==> config.mk <==
export PLATFORM = sky130hd
export DESIGN_NAME = chs_geometry_from_size_unit_flat
export DESIGN_NICKNAME = d
export VERILOG_FILES = /design/src/rtl/chs_pkg.sv /design/src/rtl/chs_if.sv /design/src/rtl/chs_quot.sv /design/src/rtl/chs_geometry_from_size_unit.sv /design/src/flat_wrapper.sv
export SDC_FILE = /design/constraint.sdc
export NUM_CORES = 2
export LEC_CHECK = 0
export ABC_AREA = 1
export BUFFER_PORTS_ARGS = -buffer_cell sky130_fd_sc_hd__buf_2
export CAP_MARGIN = 20
export CORE_MARGIN = 4
export CORE_UTILIZATION = 55
export DETAILED_ROUTE_END_ITERATION = 10
export PLACE_DENSITY = 0.71
export RECOVER_POWER = 50
export SYNTH_ARGS = -nofsm -noshare
export SYNTH_HDL_FRONTEND = slang
export SYNTH_SLANG_ARGS = --single-unit
==> constraint.sdc <==
create_clock -name clk -period 9.2 [get_ports clk]
set_input_delay 0.92 -clock clk [delete_from_list [all_inputs] [get_ports clk]]
set_output_delay 0.92 -clock clk [all_outputs]
set_load 0.01 [all_outputs]
==> src/rtl/chs_pkg.sv <==
// Shared widths, constants, control types and reciprocal tables for the CHS geometry unit.
package chs_pkg;

  localparam int unsigned SIZE_W  = 21;
  localparam int unsigned CYL_W   = 16;
  localparam int unsigned HEAD_W  = 5;
  localparam int unsigned SPT_W   = 8;
  localparam int unsigned BYTES_W = 37;

  localparam int unsigned SECTOR_BYTES    = 512;
  localparam int unsigned SB_W            = 13;
  localparam int unsigned SECTORS_PER_MIB = 1048576 / SECTOR_BYTES;
  localparam int unsigned TS_RAW_W        = SIZE_W + 12;

  localparam int unsigned MAX_CYLS  = 65535;
  localparam int unsigned MAX_HEADS = 16;
  localparam int unsigned SPT_BIG   = 255;
  localparam int unsigned SPT_LARGE = 63;
  localparam int unsigned SPT_SMALL = 17;
  localparam int unsigned SPT_MID   = 31;
  localparam int unsigned CYL_LIMIT = 1024;
  localparam int unsigned MIN_HEADS = 4;
  localparam int unsigned CL_SHIFT  = $clog2(CYL_LIMIT);

  localparam int unsigned TS_W = 29;
  localparam logic [TS_W-1:0] TS_MAX = TS_W'(MAX_CYLS * MAX_HEADS * SPT_BIG);
  localparam logic [TS_W-1:0] TS_BIG = TS_W'(MAX_CYLS * MAX_HEADS * SPT_LARGE);

  localparam int unsigned DIV_K   = TS_W;
  localparam int unsigned RECIP_W = 25;
  localparam int unsigned PROD_W  = TS_W + RECIP_W;
  localparam int unsigned QUOT_W  = 24;
  localparam int unsigned HRAW_W  = QUOT_W + 1 - CL_SHIFT;

  localparam logic [RECIP_W-1:0] RECIP_17  = RECIP_W'((64'd1 << DIV_K) / 64'd17);
  localparam logic [RECIP_W-1:0] RECIP_31  = RECIP_W'((64'd1 << DIV_K) / 64'd31);
  localparam logic [RECIP_W-1:0] RECIP_63  = RECIP_W'((64'd1 << DIV_K) / 64'd63);
  localparam logic [RECIP_W-1:0] RECIP_255 = RECIP_W'((64'd1 << DIV_K) / 64'd255);

  localparam logic [SPT_W-1:0] SPT_SMALL_C = SPT_W'(SPT_SMALL);
  localparam logic [SPT_W-1:0] SPT_MID_C   = SPT_W'(SPT_MID);
  localparam logic [SPT_W-1:0] SPT_LARGE_C = SPT_W'(SPT_LARGE);
  localparam logic [SPT_W-1:0] SPT_BIG_C   = SPT_W'(SPT_BIG);

  localparam int unsigned CTH_W    = 20;
  localparam int unsigned HDIV_K   = CTH_W;
  localparam int unsigned HRECIP_W = 19;
  localparam int unsigned HS_W     = 12;
  localparam int unsigned CHS_W    = CYL_W + HS_W;

  typedef struct packed {
    logic load_prod;
    logic load_quot;
  } quot_en_t;

  // Reciprocal floor(2^20 / heads) for the head counts that can occur.
  function automatic logic [HRECIP_W-1:0] head_recip(input logic [HEAD_W-1:0] h);
    logic [HRECIP_W-1:0] r;
    begin
      case (h)
        5'd4:    r = 19'd262144;
        5'd5:    r = 19'd209715;
        5'd6:    r = 19'd174762;
        5'd7:    r = 19'd149796;
        5'd8:    r = 19'd131072;
        5'd9:    r = 19'd116508;
        5'd10:   r = 19'd104857;
        5'd11:   r = 19'd95325;
        5'd12:   r = 19'd87381;
        5'd13:   r = 19'd80659;
        5'd14:   r = 19'd74898;
        5'd15:   r = 19'd69905;
        5'd16:   r = 19'd65536;
        default: r = '0;
      endcase
      return r;
    end
  endfunction

endpackage

==> src/rtl/chs_if.sv <==
// Valid/ready channel interfaces for the request and result beats.
interface chs_in_if;
  import chs_pkg::*;
  logic              valid;
  logic              ready;
  logic [SIZE_W-1:0] size_mebibytes;
  modport source (output valid, output size_mebibytes, input ready);
  modport sink (input valid, input size_mebibytes, output ready);
endinterface

interface chs_out_if;
  import chs_pkg::*;
  logic               valid;
  logic               ready;
  logic [CYL_W-1:0]   cylinders;
  logic [HEAD_W-1:0]  heads;
  logic [SPT_W-1:0]   sectors_per_track;
  logic [BYTES_W-1:0] rounded_bytes;
  modport source (output valid, output cylinders, output heads, output sectors_per_track,
                  output rounded_bytes, input ready);
  modport sink (input valid, input cylinders, input heads, input sectors_per_track,
                input rounded_bytes, output ready);
endinterface

==> src/rtl/chs_quot.sv <==
// Two-stage reciprocal dividers giving the sector count over 17, 31, 63 and 255.
module chs_quot (
  input  logic                     clk,
  input  chs_pkg::quot_en_t        en,
  input  logic [chs_pkg::TS_W-1:0] ts,
  output logic [chs_pkg::QUOT_W-1:0] q17,
  output logic [chs_pkg::QUOT_W-1:0] q31,
  output logic [chs_pkg::QUOT_W-1:0] q63,
  output logic [chs_pkg::QUOT_W-1:0] q255
);
  import chs_pkg::*;

  // The estimate is low by at most one, so one compare fixes it.
  function automatic logic [QUOT_W-1:0] fix_quot(input logic [TS_W-1:0] n,
                                                 input logic [RECIP_W-1:0] q0,
                                                 input logic [SPT_W-1:0] d);
    logic [RECIP_W+SPT_W-1:0] qd;
    logic [TS_W-1:0]          rem;
    logic                     ge;
    begin
      qd  = {{SPT_W{1'b0}}, q0} * {{RECIP_W{1'b0}}, d};
      rem = n - qd[TS_W-1:0];
      ge  = rem >= {{(TS_W-SPT_W){1'b0}}, d};
      return QUOT_W'(q0 + {{(RECIP_W-1){1'b0}}, ge});
    end
  endfunction

  logic [TS_W-1:0]   ts_r;
  logic [PROD_W-1:0] p17_r, p31_r, p63_r, p255_r;
  logic [PROD_W-1:0] p17_nxt, p31_nxt, p63_nxt, p255_nxt;
  logic [QUOT_W-1:0] q17_r, q31_r, q63_r, q255_r;
  logic [QUOT_W-1:0] q17_nxt, q31_nxt, q63_nxt, q255_nxt;

  assign p17_nxt  = {{RECIP_W{1'b0}}, ts} * {{TS_W{1'b0}}, RECIP_17};
  assign p31_nxt  = {{RECIP_W{1'b0}}, ts} * {{TS_W{1'b0}}, RECIP_31};
  assign p63_nxt  = {{RECIP_W{1'b0}}, ts} * {{TS_W{1'b0}}, RECIP_63};
  assign p255_nxt = {{RECIP_W{1'b0}}, ts} * {{TS_W{1'b0}}, RECIP_255};

  always_ff @(posedge clk) begin
    if (en.load_prod) begin
      ts_r   <= ts;
      p17_r  <= p17_nxt;
      p31_r  <= p31_nxt;
      p63_r  <= p63_nxt;
      p255_r <= p255_nxt;
    end
  end

  assign q17_nxt  = fix_quot(ts_r, p17_r[PROD_W-1:DIV_K], SPT_SMALL_C);
  assign q31_nxt  = fix_quot(ts_r, p31_r[PROD_W-1:DIV_K], SPT_MID_C);
  assign q63_nxt  = fix_quot(ts_r, p63_r[PROD_W-1:DIV_K], SPT_LARGE_C);
  assign q255_nxt = fix_quot(ts_r, p255_r[PROD_W-1:DIV_K], SPT_BIG_C);

  always_ff @(posedge clk) begin
    if (en.load_quot) begin
      q17_r  <= q17_nxt;
      q31_r  <= q31_nxt;
      q63_r  <= q63_nxt;
      q255_r <= q255_nxt;
    end
  end

  assign q17  = q17_r;
  assign q31  = q31_r;
  assign q63  = q63_r;
  assign q255 = q255_r;

endmodule

==> src/rtl/chs_geometry_from_size_unit.sv <==
// Top level: eight-stage pipeline from disk size to CHS geometry and rounded byte size.
// Throughput is one beat per cycle while the output is ready; every stage holds one item with its own valid bit.
// A stalled stage holds while earlier stages keep filling any empty slots behind it.
// The stages are the clamp, two reciprocal-divider stages, geometry selection, two
// stages dividing by the head count, and two multiply stages for the byte size.
// Synchronous active-low reset clears the valid bits; the data registers are not reset.
module chs_geometry_from_size_unit (
  input  logic      clk,
  input  logic      rst_n,
  chs_in_if.sink    in_chan,
  chs_out_if.source out_chan
);
  import chs_pkg::*;

  localparam int unsigned NSTG = 8;

  logic [NSTG-1:0] v_r;
  logic [NSTG-1:0] rdy;
  logic [NSTG-1:0] ld;

  always_comb begin
    rdy[NSTG-1] = !v_r[NSTG-1] || out_chan.ready;
    for (int k = NSTG - 2; k >= 0; k--) begin
      rdy[k] = !v_r[k] || rdy[k+1];
    end
    ld[0] = rdy[0] && in_chan.valid;
    for (int k = 1; k < NSTG; k++) begin
      ld[k] = rdy[k] && v_r[k-1];
    end
  end

  always_ff @(posedge clk) begin
    if (!rst_n) begin
      v_r <= '0;
    end else begin
      if (rdy[0]) begin
        v_r[0] <= in_chan.valid;
      end
      for (int k = 1; k < NSTG; k++) begin
        if (rdy[k]) begin
          v_r[k] <= v_r[k-1];
        end
      end
    end
  end

  assign in_chan.ready = rdy[0];

  // Sector count, clamped to the largest geometry.
  logic [TS_RAW_W-1:0] ts_raw_nxt;
  logic [TS_W-1:0]     ts_nxt;
  logic [TS_W-1:0]     s1_ts_r;
  logic                s1_big_r, s2_big_r, s3_big_r;

  assign ts_raw_nxt = {{(TS_RAW_W-SIZE_W){1'b0}}, in_chan.size_mebibytes} *
                      TS_RAW_W'(SECTORS_PER_MIB);
  assign ts_nxt = (ts_raw_nxt > {{(TS_RAW_W-TS_W){1'b0}}, TS_MAX}) ? TS_MAX
                                                                  : ts_raw_nxt[TS_W-1:0];

  always_ff @(posedge clk) begin
    if (ld[0]) begin
      s1_ts_r  <= ts_nxt;
      s1_big_r <= ts_nxt >= TS_BIG;
    end
    if (ld[1]) begin
      s2_big_r <= s1_big_r;
    end
    if (ld[2]) begin
      s3_big_r <= s2_big_r;
    end
  end

  quot_en_t          qen;
  logic [QUOT_W-1:0] q17, q31, q63, q255;

  assign qen.load_prod = ld[1];
  assign qen.load_quot = ld[2];

  chs_quot u_quot (
    .clk  (clk),
    .en   (qen),
    .ts   (s1_ts_r),
    .q17  (q17),
    .q31  (q31),
    .q63  (q63),
    .q255 (q255)
  );

  // Geometry selection.
  logic [QUOT_W:0]     hsum;
  logic [HRAW_W-1:0]   hraw;
  logic [HRAW_W-1:0]   hmin;
  logic [QUOT_W:0]     lim17;
  logic                fail17;
  logic                fail31;
  logic [SPT_W-1:0]    spt_nxt;
  logic [HEAD_W-1:0]   heads_nxt;
  logic [CTH_W-1:0]    cth_nxt;
  logic [SPT_W-1:0]    s4_spt_r;
  logic [HEAD_W-1:0]   s4_heads_r;
  logic [CTH_W-1:0]    s4_cth_r;

  always_comb begin
    hsum   = {1'b0, q17} + (QUOT_W+1)'(CYL_LIMIT - 1);
    hraw   = hsum[QUOT_W:CL_SHIFT];
    hmin   = (hraw < HRAW_W'(MIN_HEADS)) ? HRAW_W'(MIN_HEADS) : hraw;
    lim17  = {hmin, {CL_SHIFT{1'b0}}};
    fail17 = ({1'b0, q17} >= lim17) || (hmin > HRAW_W'(MAX_HEADS));
    fail31 = q31 >= QUOT_W'(MAX_HEADS * CYL_LIMIT);
    if (s3_big_r) begin
      spt_nxt   = SPT_BIG_C;
      heads_nxt = HEAD_W'(MAX_HEADS);
      cth_nxt   = q255[CTH_W-1:0];
    end else if (!fail17) begin
      spt_nxt   = SPT_SMALL_C;
      heads_nxt = hmin[HEAD_W-1:0];
      cth_nxt   = q17[CTH_W-1:0];
    end else if (!fail31) begin
      spt_nxt   = SPT_MID_C;
      heads_nxt = HEAD_W'(MAX_HEADS);
      cth_nxt   = q31[CTH_W-1:0];
    end else begin
      spt_nxt   = SPT_LARGE_C;
      heads_nxt = HEAD_W'(MAX_HEADS);
      cth_nxt   = q63[CTH_W-1:0];
    end
  end

  always_ff @(posedge clk) begin
    if (ld[3]) begin
      s4_spt_r   <= spt_nxt;
      s4_heads_r <= heads_nxt;
      s4_cth_r   <= cth_nxt;
    end
  end

  // Cylinders: cylinder-times-heads over heads, by table reciprocal and one correction.
  logic [CTH_W+HRECIP_W-1:0] s5_prod_r;
  logic [HS_W-1:0]           s5_hs_r;
  logic [CTH_W-1:0]          s5_cth_r;
  logic [HEAD_W-1:0]         s5_heads_r;
  logic [SPT_W-1:0]          s5_spt_r;

  always_ff @(posedge clk) begin
    if (ld[4]) begin
      s5_prod_r  <= {{HRECIP_W{1'b0}}, s4_cth_r} *
                    {{CTH_W{1'b0}}, head_recip(s4_heads_r)};
      s5_hs_r    <= {{(HS_W-HEAD_W){1'b0}}, s4_heads_r} * {{(HS_W-SPT_W){1'b0}}, s4_spt_r};
      s5_cth_r   <= s4_cth_r;
      s5_heads_r <= s4_heads_r;
      s5_spt_r   <= s4_spt_r;
    end
  end

  logic [HRECIP_W-1:0]        hq0;
  logic [HRECIP_W+HEAD_W-1:0] hqh;
  logic [CTH_W-1:0]           hrem;
  logic                       hge;
  logic [HRECIP_W-1:0]        cyl_full;
  logic [CYL_W-1:0]           s6_cyl_r;
  logic [HS_W-1:0]            s6_hs_r;
  logic [HEAD_W-1:0]          s6_heads_r;
  logic [SPT_W-1:0]           s6_spt_r;

  always_comb begin
    hq0      = s5_prod_r[CTH_W+HRECIP_W-1:HDIV_K];
    hqh      = {{HEAD_W{1'b0}}, hq0} * {{HRECIP_W{1'b0}}, s5_heads_r};
    hrem     = s5_cth_r - hqh[CTH_W-1:0];
    hge      = hrem >= {{(CTH_W-HEAD_W){1'b0}}, s5_heads_r};
    cyl_full = hq0 + {{(HRECIP_W-1){1'b0}}, hge};
  end

  always_ff @(posedge clk) begin
    if (ld[5]) begin
      s6_cyl_r   <= cyl_full[CYL_W-1:0];
      s6_hs_r    <= s5_hs_r;
      s6_heads_r <= s5_heads_r;
      s6_spt_r   <= s5_spt_r;
    end
  end

  // Rounded byte size.
  logic [CHS_W-1:0]       s7_chs_r;
  logic [CYL_W-1:0]       s7_cyl_r;
  logic [HEAD_W-1:0]      s7_heads_r;
  logic [SPT_W-1:0]       s7_spt_r;
  logic [CHS_W+SB_W-1:0]  bytes_full;
  logic [BYTES_W-1:0]     s8_bytes_r;
  logic [CYL_W-1:0]       s8_cyl_r;
  logic [HEAD_W-1:0]      s8_heads_r;
  logic [SPT_W-1:0]       s8_spt_r;

  always_ff @(posedge clk) begin
    if (ld[6]) begin
      s7_chs_r   <= {{HS_W{1'b0}}, s6_cyl_r} * {{CYL_W{1'b0}}, s6_hs_r};
      s7_cyl_r   <= s6_cyl_r;
      s7_heads_r <= s6_heads_r;
      s7_spt_r   <= s6_spt_r;
    end
  end

  assign bytes_full = {{SB_W{1'b0}}, s7_chs_r} * {{CHS_W{1'b0}}, SB_W'(SECTOR_BYTES)};

  always_ff @(posedge clk) begin
    if (ld[7]) begin
      s8_bytes_r <= bytes_full[BYTES_W-1:0];
      s8_cyl_r   <= s7_cyl_r;
      s8_heads_r <= s7_heads_r;
      s8_spt_r   <= s7_spt_r;
    end
  end

  assign out_chan.valid             = v_r[NSTG-1];
  assign out_chan.cylinders         = s8_cyl_r;
  assign out_chan.heads             = s8_heads_r;
  assign out_chan.sectors_per_track = s8_spt_r;
  assign out_chan.rounded_bytes     = s8_bytes_r;

`ifndef SYNTHESIS
  a_heads_range: assert property (@(posedge clk) disable iff (!rst_n)
    out_chan.valid |-> (out_chan.heads >= HEAD_W'(MIN_HEADS)) &&
                       (out_chan.heads <= HEAD_W'(MAX_HEADS)))
    else $error("heads out of range on a result beat");

  a_spt_code: assert property (@(posedge clk) disable iff (!rst_n)
    out_chan.valid |-> (out_chan.sectors_per_track == SPT_SMALL_C) ||
                       (out_chan.sectors_per_track == SPT_MID_C) ||
                       (out_chan.sectors_per_track == SPT_LARGE_C) ||
                       (out_chan.sectors_per_track == SPT_BIG_C))
    else $error("sectors per track is not a legal geometry");

  a_full_heads: assert property (@(posedge clk) disable iff (!rst_n)
    (out_chan.valid && (out_chan.sectors_per_track != SPT_SMALL_C)) |->
      (out_chan.heads == HEAD_W'(MAX_HEADS)))
    else $error("large geometry without sixteen heads");

  a_small_cyls: assert property (@(posedge clk) disable iff (!rst_n)
    (out_chan.valid && ((out_chan.sectors_per_track == SPT_SMALL_C) ||
                        (out_chan.sectors_per_track == SPT_MID_C))) |->
      (out_chan.cylinders < CYL_W'(CYL_LIMIT)))
    else $error("cylinder limit exceeded for a small geometry");

  a_enter: assert property (@(posedge clk) disable iff (!rst_n)
    (in_chan.valid && in_chan.ready) |=> v_r[0])
    else $error("accepted request beat did not enter the first stage");
`endif

endmodule

==> src/flat_wrapper.sv <==
// flat-port wrapper written by rule: the top's interface ports become plain ports
module chs_geometry_from_size_unit_flat import chs_pkg::*;
  (clk, rst_n, in_chan_valid, in_chan_size_mebibytes, in_chan_ready, out_chan_valid, out_chan_cylinders, out_chan_heads, out_chan_sectors_per_track, out_chan_rounded_bytes, out_chan_ready);
  chs_in_if in_chan_i ();
  chs_out_if out_chan_i ();
  input  logic clk;
  input  logic rst_n;
  input wire logic [$bits(in_chan_i.valid)-1:0] in_chan_valid;
  input wire logic [$bits(in_chan_i.size_mebibytes)-1:0] in_chan_size_mebibytes;
  output wire logic [$bits(in_chan_i.ready)-1:0] in_chan_ready;
  output wire logic [$bits(out_chan_i.valid)-1:0] out_chan_valid;
  output wire logic [$bits(out_chan_i.cylinders)-1:0] out_chan_cylinders;
  output wire logic [$bits(out_chan_i.heads)-1:0] out_chan_heads;
  output wire logic [$bits(out_chan_i.sectors_per_track)-1:0] out_chan_sectors_per_track;
  output wire logic [$bits(out_chan_i.rounded_bytes)-1:0] out_chan_rounded_bytes;
  input wire logic [$bits(out_chan_i.ready)-1:0] out_chan_ready;
  assign in_chan_i.valid = in_chan_valid;
  assign in_chan_i.size_mebibytes = in_chan_size_mebibytes;
  assign in_chan_ready = in_chan_i.ready;
  assign out_chan_valid = out_chan_i.valid;
  assign out_chan_cylinders = out_chan_i.cylinders;
  assign out_chan_heads = out_chan_i.heads;
  assign out_chan_sectors_per_track = out_chan_i.sectors_per_track;
  assign out_chan_rounded_bytes = out_chan_i.rounded_bytes;
  assign out_chan_i.ready = out_chan_ready;
  chs_geometry_from_size_unit u_core (.clk(clk), .rst_n(rst_n), .in_chan(in_chan_i), .out_chan(out_chan_i));
endmodule
After elaboration in Yosys (flattened, before gate mapping)
Memory sizes are Yosys's and may differ from the RTL's. A register that Yosys moved wholly into a read port is not among the register bits.
Index checks and enable logic that the tools add are counted.

cells by class
  shift operators = 0
  $add $sub $neg = 11
  reductions and logical operators = 27
  bitwise logic cells = 1
  multiplexer cells = 10
  magnitude comparators = 11
  multiply operators = 12
  divide/modulo/power cells = 0
  eq/ne operators = 0

operators with widths
  operator                                                                                count
  29-bit subtractor                                                                       4
  20-bit two-way mux                                                                      3
  29-bit by 5-bit greater-or-equal comparator with 1-bit output (second input constant)   2
  25-bit by 5-bit multiplier with 29-bit output (second input constant)                   2
  29-bit by 25-bit multiplier with 54-bit output (second input constant)                  1
  29-bit by 21-bit multiplier with 50-bit output (second input constant)                  1
  24-bit by 1-bit adder with 24-bit output                                                2
  29-bit by 19-bit multiplier with 48-bit output (second input constant)                  1
  29-bit by 17-bit multiplier with 46-bit output (second input constant)                  1
  20-bit by 1-bit adder with 20-bit output                                                2
  20-bit by 19-bit multiplier with 39-bit output                                          1
  32-bit by 28-bit greater-than comparator with 1-bit output (second input constant)      1
  29-bit by 26-bit greater-or-equal comparator with 1-bit output (second input constant)  1
  29-bit by 6-bit greater-or-equal comparator with 1-bit output (second input constant)   1
  29-bit by 8-bit greater-or-equal comparator with 1-bit output (second input constant)   1
  22-bit by 8-bit multiplier with 29-bit output (second input constant)                   1
  24-bit by 6-bit multiplier with 29-bit output (second input constant)                   1
  29-bit two-way mux                                                                      1
  16-bit by 12-bit multiplier with 28-bit output                                          1
  24-bit by 10-bit adder with 25-bit output (second input constant)                       1
  24-bit by 25-bit greater-or-equal comparator with 1-bit output                          1
  24-bit by 15-bit greater-or-equal comparator with 1-bit output (second input constant)  1
  20-bit by 5-bit greater-or-equal comparator with 1-bit output                           1
  19-bit by 5-bit multiplier with 20-bit output                                           1
  other kinds (15)                                                                        39

storage, ports and cells
  bits in read-only memories = 608
  latch bits = 0
  RAM bits = 0
  register bits = 627
  memories = 1
  output and inout bits = 68

memory list
  name             words  width  read ports  clocked after memory_dff  write ports  line           text
  (no name shown)  32     19     1           1                         0            chs_pkg.sv:60  case (h)

Logic depth before layout (Yosys ltp)
  word-level depth = 10
  mapped depth = 40
  mapped depth without buffers = 40

Modules after synthesis
A second synthesis with hierarchy kept.

unflattened totals
  cells, all modules = 10,032
  area, all modules = 84,592.4 um^2

modules (own cells, without submodules)
  module                       instances  seq. area each (um^2)  area each (um^2)  cells an instance
  chs_quot                     1          6,606.3                51,798.4          6,334
  chs_geometry_from_size_unit  1          7,917.6                32,794.0          3,698

Worst setup path after synthesis
No wires, ideal clock.

  kind = register -> register
  start = register u_core.s5_heads_r[1]
  end = register u_core.s6_cyl_r[15] (data pin)
  setup time = 0.260 ns
  setup slack = 2.905 ns
  arrival time = 6.035 ns
  required time = 8.940 ns
  stages on the path, launching flop included = 37
  cells stage by stage = edfxtp_1 > clkbuf_1 > buf_1 > nand2_1 > fa_1 > fa_1 > fa_1 > ha_1 > a21oi_1 > o21ai_0 > or2_2 > nand3_1 > nand2_1 > a21o_1 > a21oi_1 > o21ai_0 > nand3_1 > nand2_1 > nand3_1 > nand2_1 > nand2_1 > nand2_1 > nand2_1 > nand2_1 > xnor2_1 > nand3_1 > ha_1 > nand3_1 > nor3_1 > inv_1 > nor3_1 > inv_1 > nor3_1 > nand2_1 > nor2_1 > nand4_1 > xnor2_1

on the way
  cells in the longest elaborated chain, start to end = 4

ends and longest elaborated chain
  item                                                               line                                text
  start, declared                                                    chs_geometry_from_size_unit.sv:141  logic [HEAD_W-1:0] s5_heads_r;
  start signal, assigned                                             chs_geometry_from_size_unit.sv:150  s5_heads_r <= s4_heads_r;
  19-bit by 5-bit multiplier with 20-bit output                      chs_geometry_from_size_unit.sv:167  hqh = {{HEAD_W{1'b0}}, hq0} * {{HRECIP_W{1'b0}}, s5_heads_r};
  20-bit subtractor                                                  chs_geometry_from_size_unit.sv:168  hrem = s5_cth_r - hqh[CTH_W-1:0];
  20-bit by 5-bit greater-or-equal comparator with 1-bit output (*)  chs_geometry_from_size_unit.sv:169  hge = hrem >= {{(CTH_W-HEAD_W){1'b0}}, s5_heads_r};
  16-bit by 1-bit adder with 16-bit output (*)                       chs_geometry_from_size_unit.sv:170  cyl_full = hq0 + {{(HRECIP_W-1){1'b0}}, hge};
  net u_core.cyl_full[15]                                            chs_geometry_from_size_unit.sv:159  logic [HRECIP_W-1:0] cyl_full;
  end signal, assigned                                               chs_geometry_from_size_unit.sv:175  s6_cyl_r <= cyl_full[CYL_W-1:0];
  end, declared                                                      chs_geometry_from_size_unit.sv:160  logic [CYL_W-1:0] s6_cyl_r;

Mark *: on every way through the listed nets, which the timed path passes. The rest lies on a longest branch.
A chain may end at the register's enable or synchronous reset.

Final worst setup path
  start = register u_core.s1_ts_r[27]
  end = register u_core.u_quot.p17_r[52] (data pin)

on the way
  cells in the longest elaborated chain, start to end = 1

ends and longest elaborated chain
  item                                            line                               text
  start, declared                                 chs_geometry_from_size_unit.sv:52  logic [TS_W-1:0] s1_ts_r;
  start signal, assigned                          chs_geometry_from_size_unit.sv:62  s1_ts_r <= ts_nxt;
  29-bit by 25-bit multiplier with 54-bit output  chs_quot.sv:34                     assign p17_nxt = {{RECIP_W{1'b0}}, ts} * {{TS_W{1'b0}}, RECIP_17};
  net u_core.u_quot.p17_nxt[52]                   chs_quot.sv:30                     logic [PROD_W-1:0] p17_nxt, p31_nxt, p63_nxt, p255_nxt;
  end signal, assigned                            chs_quot.sv:42                     p17_r <= p17_nxt;
  end, declared                                   chs_quot.sv:29                     logic [PROD_W-1:0] p17_r, p31_r, p63_r, p255_r;

The timed path passes the listed nets, and every way through them passes these cells.

==> results by group <==
Route
  – Vias per inst: 5.348
  – Drt pass-1 iters: 5
  – DRT iter0 DRCs: 3193
  – Final wirelength: 169.3 mm
  – DRT antenna net count: 0
  – Via count: 49170
  – DR WL/cell: 18.42 um
  – Drt drc: 0

Synthesis
  – Synth Area in Compound Gates: 5.194%
  – Yosys top cell by area: fa_1
  – Number of distinct library cells after synthesis: 61
  – Synth area leaders: fa_1 (29%), edfxtp_1 (19%), ha_1 (18%)
  – Largest family of logic cells by synthesized area: adder cells
  – Number of synthesis warnings: 0
  – Synth Cell Area: 69600 um^2
  – Post-synthesis adder-cell area fraction: 47.55%
  – Syn_area_per_cell: 9.327 um^2
  – Mux contribution to synthesized area: 0%
  – Most common cell in the synthesized netlist: inv_1
  – Post-synth top area share: 29.05%
  – Post-synth EDFFs: 450
  – Register area share after synthesis: 20.14%
  – Dominant synthesized flop cell: edfxtp_1
  – Synth cell count leaders: inv_1 (1890), nand2_1 (1251), ha_1 (1029)
  – Async SR Flop Fraction: 0%
  – Post-Syn Instances: 7462
  – Synthesized flop and latch total: 475
  – Simple-Gate Fraction of Synth Area: 11.23%
  – Synth Area in XOR/XNOR: 4.644%

Worst setup path
  – Worst endpoint required time: 9600 ps
  – CP bufs+invs: 5
  – R2r setup slk: 1360 ps
  – CP Capture Type: flip-flop
  – Max FO, Critical Path: 17
  – Critical path type: flip-flop to flip-flop
  – Crit path launch type: flip-flop
  – Worst path top cell family by delay: adder cells
  – Slowest-stage cell, CP: clkbuf_1
  – Crit path DAT: 8240 ps
  – CP peak stage delay: 1080 ps

Timing
  – Setup total negative slack: 0 ps
  – RSZ-0062 raised after global routing: false
  – Min Hold Slack: 412.1 ps
  – Final Hold Viols: 0
  – Final setup viols: 0
  – Slew Limit Fails: 317
  – Crit share post-route: 85.23%
  – Setup ws final: 1358 ps
  – Tmin final: 7842 ps
  – Slew HR: -96.88%
  – Fmax: 0.1275 GHz
  – Clk_skew: 35.74 ps
  – Worst Tran Pin Value: 2953 ps

Clock network
  – Worst skew pair latency: 670 ps
  – Clock tree buffer depth: 3
  – Post-CTS sizing: 0
  – CTS tree: built
  – Post-CTS Hold Buffers: 0
  – Clock Sinks: 475
  – H-tree Lvls: 2
  – Clk root buf: clkbuf_16
  – Worst-path clk slew: 60 ps
  – Post CTS Setup Buffer Count: 0
  – Num CTS Buffers: 57

Floorplanning
  – Initial Util: 55.35%
  – Core area: 125700 um^2
  – Die area: 132300 um^2
  – Row count: 130
  – # IOs: 93
  – Chip height: 363.7 um
  – Die Width: 363.7 um

Global route
  – Vias in the first global route: 52390
  – Gr usage total: 26.33%
  – Largest net degree at the start of global routing: 90
  – Initial antenna violation count: 6
  – Gr ovfl total: 0
  – First-pass GRT wire length: 274.8 mm

Placed design
  – Placed Cells: 9082
  – HPWL Detailed: 140.0 mm
  – Routability cong.: 0.9657
  – IO buf count: 81
  – Placed cell area: 71750 um^2
  – Place WS: 1959 ps

Finish
  – Fillcell total: 10800
  – Final Instance Count excl. Fillers: 9194
  – Nets: 9556
  – Area grow syn2layout: 5.649%
  – Core Util, Final: 58.48%
  – Final instance area: 73530 um^2
  – Share of post-route cells with drive strength above 1: 2.692%

Status
  – Status: complete, but fails checks
  – Failing checks: max-capacitance violations, max-slew violations

Power and ir drop
  – Peak supply drop: 546.8 uV
  – Lkg Pwr: 37.94 nW
  – Pwr dens: 367.6 nW/um^2
  – Final Power: 27.03 mW

Run
  – Max-cap viol count: 8

Min path
  – Worst hold path type: flip-flop to flip-flop
-- path summary, 6_finish.rpt --
| check | endpoint | start | cells past startpoint |
|---|---|---|---|
| max | u_core.u_quot.p17_r[52] | u_core.s1_ts_r[27] | 25 |
| min reg2reg | u_core.out_chan.sectors_per_track[6] | u_core.s7_spt_r[6] | 0 |
| max reg2reg | u_core.u_quot.p17_r[52] | u_core.s1_ts_r[27] | 25 |
| min | u_core.out_chan.sectors_per_track[6] | u_core.s7_spt_r[6] | 0 |
-- layout by cell type, fill, tap and decap left out, drive strengths merged, types with 20 or more instances in the layout --
cell and n:
edfxtp 450, clkbuf 152, dfxtp 25, o21ai 143, or2 24, nor3 62
a21oi 331, ha 1029, buf 37, xnor2 128, inv 1906, nand4 74
nor2 276, fa 1010, a31oi 26, nand3 135, xor2 241, clkinv 20
nand2 1268
-- sequential cells by signal, indices dropped and copies added (netlist names), 13 cells and up, named ones only --
signal / cells
u_core.out_chan.cylinders: 16
u_core.s7_cyl_r: 16
u_core.u_quot.q31: 24
u_core.s4_cth_r: 20
u_core.u_quot.p17_r: 26
u_core.s6_cyl_r: 16
u_core.u_quot.p63_r: 28
u_core.u_quot.p255_r: 23
u_core.s5_cth_r: 20
u_core.u_quot.p31_r: 25
u_core.u_quot.q255: 20
u_core.out_chan.rounded_bytes: 28
u_core.u_quot.ts_r: 13
u_core.u_quot.q63: 20
u_core.s1_ts_r: 19
u_core.s5_prod_r: 19
u_core.u_quot.q17: 24
u_core.s7_chs_r: 28
-- kinds of logic (layout without fill, tap and decap cells) --
kind of cell / after synthesis / count (layout)
other: 2 / 16
DFF: 475 / 475
AOI/OAI and AO/OA: 635 / 635
and+or+nand+nor: 1877 / 1877
adders and majority gates: 2039 / 2039
buffers and inverters: 2065 / 2133
xor gates and xnor gates: 369 / 369
-- cell type report --
| type | count | area [um^2] | area share, % |
|---|---|---|---|
| Tap cell | 1650 | 2064 | 2.808 |
| Clock buffer | 68 | 1489 | 2.025 |
| Sequential cell | 475 | 14010 | 19.06 |
| Timing Repair Buffer | 121 | 550.5 | 0.7487 |
| Antenna cell | 4 | 10.01 | 0.01361 |
| Inverter | 1905 | 7153 | 9.729 |
| Multi-Input combinational cell | 4932 | 47820 | 65.03 |
| Clock inverter | 39 | 430.4 | 0.5854 |
-- power by group --
part           switching (mW)  internal [mW]
Sequential              0.293           2.81
Combinational            13.0           8.53
Clock                   0.986           1.36
Total                    14.3           12.7
-- layer usage --
layer | track usage, % | vias up | routed length (um)
met5 | 0 | - | 0
met4 | 9.285 | 0 | 6492
met3 | 3.170 | 330 | 8952
met2 | 46.62 | 1391 | 84730
met1 | 33.38 | 24280 | 69160
li1 | - | 23170 | -
(Power assumes the default switching activity.)
